==> src/hdl/scx_pkg.sv <==
`timescale 1ns / 1ps

package scx_pkg;

    localparam int COORD_WIDTH = 16;
    localparam int TOL_W       = 16;
    // a coordinate difference needs one bit more than a coordinate
    localparam int DIFF_W      = COORD_WIDTH + 1;
    localparam int PROD_W      = 2 * DIFF_W;
    localparam int CROSS_W     = PROD_W + 1;
    localparam int CMP_W       = (DIFF_W > TOL_W) ? DIFF_W : TOL_W;
    localparam int LT_W        = ((COORD_WIDTH > TOL_W) ? COORD_WIDTH : TOL_W) + 2;
    localparam int QUEUE_DEPTH = 2;
    localparam int QPTR_W      = (QUEUE_DEPTH > 1) ? $clog2(QUEUE_DEPTH) : 1;
    localparam int QCNT_W      = $clog2(QUEUE_DEPTH + 1);

    typedef logic signed [COORD_WIDTH-1:0] t_coord;
    typedef logic signed [DIFF_W-1:0]      t_diff;
    typedef logic signed [PROD_W-1:0]      t_prod;
    typedef logic signed [CROSS_W-1:0]     t_cross;
    typedef logic        [TOL_W-1:0]       t_tol;

    // one classified pair on its way from the front to the back
    typedef struct packed {
        logic  reject;
        t_diff s1x;
        t_diff s1y;
        t_diff s2x;
        t_diff s2y;
        t_diff wx;
        t_diff wy;
    } t_job;

endpackage

==> src/hdl/scx_front.sv <==
`timescale 1ns / 1ps

module scx_front import scx_pkg::*; (
    input  logic   i_clk,
    input  logic   i_rst_n,
    input  logic   i_start,
    output logic   o_ready,
    input  t_tol   i_tol,
    input  t_coord i_p0x,
    input  t_coord i_p0y,
    input  t_coord i_p1x,
    input  t_coord i_p1y,
    input  t_coord i_p2x,
    input  t_coord i_p2y,
    input  t_coord i_p3x,
    input  t_coord i_p3y,
    output logic   o_job_valid,
    output t_job   o_job,
    input  logic   i_job_ready
);

    typedef logic signed [LT_W-1:0] t_lt;

    logic   r_valid;
    t_coord r_p0x, r_p0y, r_p1x, r_p1y, r_p2x, r_p2y, r_p3x, r_p3y;
    logic   shared_end;
    logic   box_apart;

    function automatic logic near_eq(t_coord a, t_coord b, t_tol tol);
        t_diff              d;
        t_diff              ad;
        logic [CMP_W-1:0]   m;
        logic [CMP_W-1:0]   t;
        d  = t_diff'(a) - t_diff'(b);
        ad = d[DIFF_W-1] ? -d : d;
        // magnitude of the most negative difference still reads right unsigned
        m  = CMP_W'(unsigned'(ad));
        t  = CMP_W'(tol);
        return m <= t;
    endfunction

    function automatic logic less_tol(t_coord a, t_coord b, t_tol tol);
        t_lt ea;
        t_lt eb;
        t_lt et;
        ea = t_lt'(a);
        eb = t_lt'(b);
        et = t_lt'(tol);
        return (ea + et) < eb;
    endfunction

    function automatic t_coord cmax(t_coord a, t_coord b);
        return (a > b) ? a : b;
    endfunction

    function automatic t_coord cmin(t_coord a, t_coord b);
        return (a > b) ? b : a;
    endfunction

    assign o_ready     = !r_valid || i_job_ready;
    assign o_job_valid = r_valid;

    always_ff @(posedge i_clk) begin
        if (!i_rst_n) begin
            r_valid <= 1'b0;
        end else if (o_ready) begin
            r_valid <= i_start;
        end
    end

    always_ff @(posedge i_clk) begin
        if (i_start && o_ready) begin
            r_p0x <= i_p0x;
            r_p0y <= i_p0y;
            r_p1x <= i_p1x;
            r_p1y <= i_p1y;
            r_p2x <= i_p2x;
            r_p2y <= i_p2y;
            r_p3x <= i_p3x;
            r_p3y <= i_p3y;
        end
    end

    always_comb begin
        shared_end =
            (near_eq(r_p2x, r_p0x, i_tol) && near_eq(r_p2y, r_p0y, i_tol)) ||
            (near_eq(r_p3x, r_p1x, i_tol) && near_eq(r_p3y, r_p1y, i_tol)) ||
            (near_eq(r_p2x, r_p1x, i_tol) && near_eq(r_p2y, r_p1y, i_tol)) ||
            (near_eq(r_p3x, r_p0x, i_tol) && near_eq(r_p3y, r_p0y, i_tol));
        box_apart =
            less_tol(cmax(r_p0x, r_p1x), cmin(r_p2x, r_p3x), i_tol) ||
            less_tol(cmax(r_p2x, r_p3x), cmin(r_p0x, r_p1x), i_tol) ||
            less_tol(cmax(r_p0y, r_p1y), cmin(r_p2y, r_p3y), i_tol) ||
            less_tol(cmax(r_p2y, r_p3y), cmin(r_p0y, r_p1y), i_tol);

        o_job.reject = shared_end || box_apart;
        o_job.s1x    = t_diff'(r_p1x) - t_diff'(r_p0x);
        o_job.s1y    = t_diff'(r_p1y) - t_diff'(r_p0y);
        o_job.s2x    = t_diff'(r_p3x) - t_diff'(r_p2x);
        o_job.s2y    = t_diff'(r_p3y) - t_diff'(r_p2y);
        o_job.wx     = t_diff'(r_p0x) - t_diff'(r_p2x);
        o_job.wy     = t_diff'(r_p0y) - t_diff'(r_p2y);
    end

endmodule

==> config.mk <==
export PLATFORM = sky130hd
export DESIGN_NAME = scx_front
export DESIGN_NICKNAME = d
export VERILOG_FILES = /design/src/hdl/scx_pkg.sv /design/src/hdl/scx_front.sv
export SDC_FILE = /design/constraint.sdc
export NUM_CORES = 1
export LEC_CHECK = 0
export BUFFER_PORTS_ARGS = -buffer_cell sky130_fd_sc_hd__buf_4
export CAP_MARGIN = 20
export CORE_MARGIN = 1
export CORE_UTILIZATION = 30
export CTS_CLUSTER_SIZE = 16
export DETAILED_ROUTE_END_ITERATION = 8
export RECOVER_POWER = 50
export SLEW_MARGIN = 20
export SYNTH_ARGS = -nofsm -noshare
export SYNTH_HDL_FRONTEND = slang
export SYNTH_SLANG_ARGS = --single-unit
==> constraint.sdc <==
create_clock -name i_clk -period 11.6 [get_ports i_clk]
set_input_delay 3.48 -clock i_clk [delete_from_list [all_inputs] [get_ports i_clk]]
set_output_delay 3.48 -clock i_clk [all_outputs]
set_load 0.03 [all_outputs]
==> flow_metrics.tcl <==
set metrics [dict create \
    initial_utilization_pct 30.3 \
    setup_slack_ns -0.372 \
    r2r_cells 3 \
    ant_nets 0 \
    whs_ns 0.548 \
    cts_sinks 129 \
    die_w_um 292 \
    ys_ff_latch 129 \
    routedWlPerCell_um 20.4 \
    avgSynthCellArea_um2 8.03 \
    drv_slew 66 \
    cts.path.max_buffers 2 \
    fmax_ghz 0.0835 \
    wl_mm 94.1 \
    p_per_area_mw_per_mm2 131 \
    worstPathArrival_ns 8.49 \
    synthTopCellsByArea "ha_1 25%, edfxtp_1 15%, xnor2_1 7.5%" \
    die-area_mm2 0.0855 \
    cts_made_buffers 17 \
    whs_path_depth 2 \
    max_slew.worst_pin.slew_ns 4.61 \
    crit_type "in -> out" \
    io_buffers 252 \
    crit_fanout 3 \
    yosysTopAreaCell "ha_1" \
    cap_viol_max_count 1 \
    core_mm2 0.0836 \
    yosysWarnings 0 \
    skew_ns 0.0116 \
    ir_drop_uv 126 \
    grt_pass1_wl_mm 141 \
    grt_overflow 0 \
    synth_seq_area_share_pct 15.3 \
    leakage_uw 0.0138 \
    first_iter_violations 1818 \
    area_growth_pct 19.6 \
    final_util_pct 36.2 \
    antenna_found_initial 0 \
    grt_max_degree 66 \
    synth_area_mm2 0.0253 \
    holdPathEnd "o_job_valid$_SDFFE_PN0N_" \
    via_per_inst 5.34 \
    postSynthCellCount 3149 \
    drive_gt1_share_pct 14.7 \
    ff2ff_setup_slack_ns 6.37 \
    r2r-start "o_job_valid$_SDFFE_PN0N_" \
    finalHoldViolations 0 \
    worstSetupEndpointType "primary output" \
    h-tree-depth 4 \
    rsz0062_at_grt "yes" \
    cts_hold_buf 0 \
    worstHoldStart "o_job_valid$_SDFFE_PN0N_" \
    gp_congestion 0.957 \
    hp-class "reg -> reg" \
    violations "max-capacitance violations, max-slew violations, negative setup slack" \
    cts_tree "yes" \
    cp-start-kind "primary input" \
    required_ns 8.12 \
    grt_pass1_vias 23300 \
    final_cell_area_mm2 0.0303 \
    syn_nets 3815 \
    drtPass1Iterations 6 \
    route.vias.total 24600 \
    final-setup-viol-count 1 \
    relSlewSlack_pct -207 \
    status "complete, but fails checks" \
    pin_count 253 \
    post-route-period-util_pct 103 \
    placed_cell_area_mm2 0.0295 \
    synth_edf_count 128 \
    die_h_um 292 \
    dpl_worst_slack_ns -0.934 \
    insertion_delay_ns 0.49 \
    ys.flop_type "edfxtp_1" \
    grt.total_usage_pct 21.8 \
    dp_hpwl_mm 79.7 \
    synth.distinct_cells 88 \
    n_antenna_cell 0 \
    finalPower_uw 3960 \
    fin_crit_ns 11.97 \
    r2r-end "r_p2y[0]$_DFFE_PP_" \
    layout.nets 4183 \
    row_count 106 \
    path_clk_slew_ns 0.06 \
    cts_root_buffer "clkbuf_16" \
    post-route-drc-count 0 \
    synth_top_area_share_pct 24.7 \
    async_flop_share_pct 0 \
]
==> how the worst max path moves through the flow <==
stage / startpoint / cells past startpoint / end
floorplan: i_tol[0] / 21 / o_job[102]
global placement: i_tol[0] / 26 / o_job[102]
detailed placement: i_tol[0] / 26 / o_job[102]
CTS: i_tol[0] / 26 / o_job[102]
global route: r_p2x[1]$_DFFE_PP_ / 39 / o_job[102]
finish: i_tol[1] / 25 / o_job[102]
==> stage by stage <==
| step | TNS [ns] | cells |
|---|---|---|
| global placement | -0.818 | 4570 |
| finish | -0.372 | 4610 |
| CTS | -0.369 | 4606 |
| global route | -0.634 | 4610 |
| floorplan | 0 | 3149 |
| detailed placement | -0.934 | 4570 |
==> cells by family after synthesis <==
| family | after synthesis | share of synthesized area (%) |
|---|---|---|
| and+or+nand+nor | 948 | 18.4 |
| AOI/OAI and AO/OA | 898 | 22.8 |
| adders and majority gates | 518 | 26.2 |
| xor gates and xnor gates | 325 | 11.3 |
| buffers and inverters | 290 | 4.36 |
| DFF | 129 | 15.3 |
| muxes | 41 | 1.72 |
==> cell type report <==
cell class	instances	area, um2
Sequential cell	129	3860
Inverter	229	860
Multi-Input combinational cell	2730	20500
Clock buffer	20	447
Tap cell	1080	1350
Fill cell	8774	53300
Timing Repair Buffer	410	3070
Clock inverter	12	208
==> placed cells by master (no fill, tap or decap), types with 20 or more instances in the layout <==
cell type  instances
ha_1             498
nor2_1           284
buf_4            277
a21oi_1          249
inv_1            229
xnor2_1          218
o21ai_0          200
nand2_1          186
edfxtp_1         128
clkbuf_4         119
xor2_1           106
nor3_1            99
a21o_1            91
nand3_1           71
nor2b_1           63
o21a_1            58
nand2b_1          45
nand4_1           41
a31oi_1           40
and3_1            34
a211oi_1          27
o21bai_1          25
or3_1             23
mux2i_1           22
a21boi_0          21
or2_2             20
==> metal layers <==
metal  GRT usage [%]  part of all wire (%)
met1            27.2                    43
met2            36.9                    47
met3            2.50                   4.9
met4            10.9                   5.1
met5          0.0567                     0
==> synthesized netlist by cell type (12+ instances only) <==
cell and count:
ha_1 500, nor2_1 285, a21oi_1 256, inv_1 229, xnor2_1 218, o21ai_0 207
nand2_1 186, edfxtp_1 128, xor2_1 106, nor3_1 100, a21o_1 91, nand3_1 71
nor2b_1 63, o21a_1 58, clkbuf_1 52, nand2b_1 45, nand4_1 41, a31oi_1 40
and3_1 34, a211oi_1 27, o21bai_1 25, or3_1 23, a21boi_0 22, mux2i_1 22
or2_2 20, mux2_2 19, nor4_1 19, o31ai_1 19, fa_1 18, o211ai_1 18
a2111oi_0 14, and2_1 12
==> flip-flops by register name, indices dropped and copies added, names as in the netlist <==
signal	flops
r_p3x	16
r_p0y	16
r_p1x	16
r_p2x	16
o_job_valid	1
r_p1y	16
r_p0x	16
r_p3y	16
r_p2y	16
==> report_power, final <==
part	total, uW	switching, uW	internal [uW]
clock network	626	239	387
logic	2750	1600	1150
registers	586	36.7	550
==> critical path, cell delays in order <==
cell,delay (ns)
buf_4,0.13
buf_8,0.12
ha_1,0.28
a21o_1,0.16
a21oi_2,0.13
o21bai_1,0.12
a211o_1,0.30
a31o_4,0.24
o211a_1,0.22
o21a_1,0.21
o21ai_2,0.16
nand2b_1,0.08
a21oi_2,0.13
xnor2_1,0.08
ha_1,0.29
nand2_1,0.07
nor2_2,0.13
nand3_1,0.10
or4_4,0.54
a22o_1,0.24
nor4_2,0.33
buf_4,0.17
o211ai_1,0.11
or4_4,0.49
buf_6,0.17
==> timing repair <==
item | CTS | global route
endpoints found under the setup margin | 1 | 1
pin swaps | 24 | 6
setup buffers | 4 | 4
gates resized for setup | 30 | 5
Power figures use the tool's default switching activity.
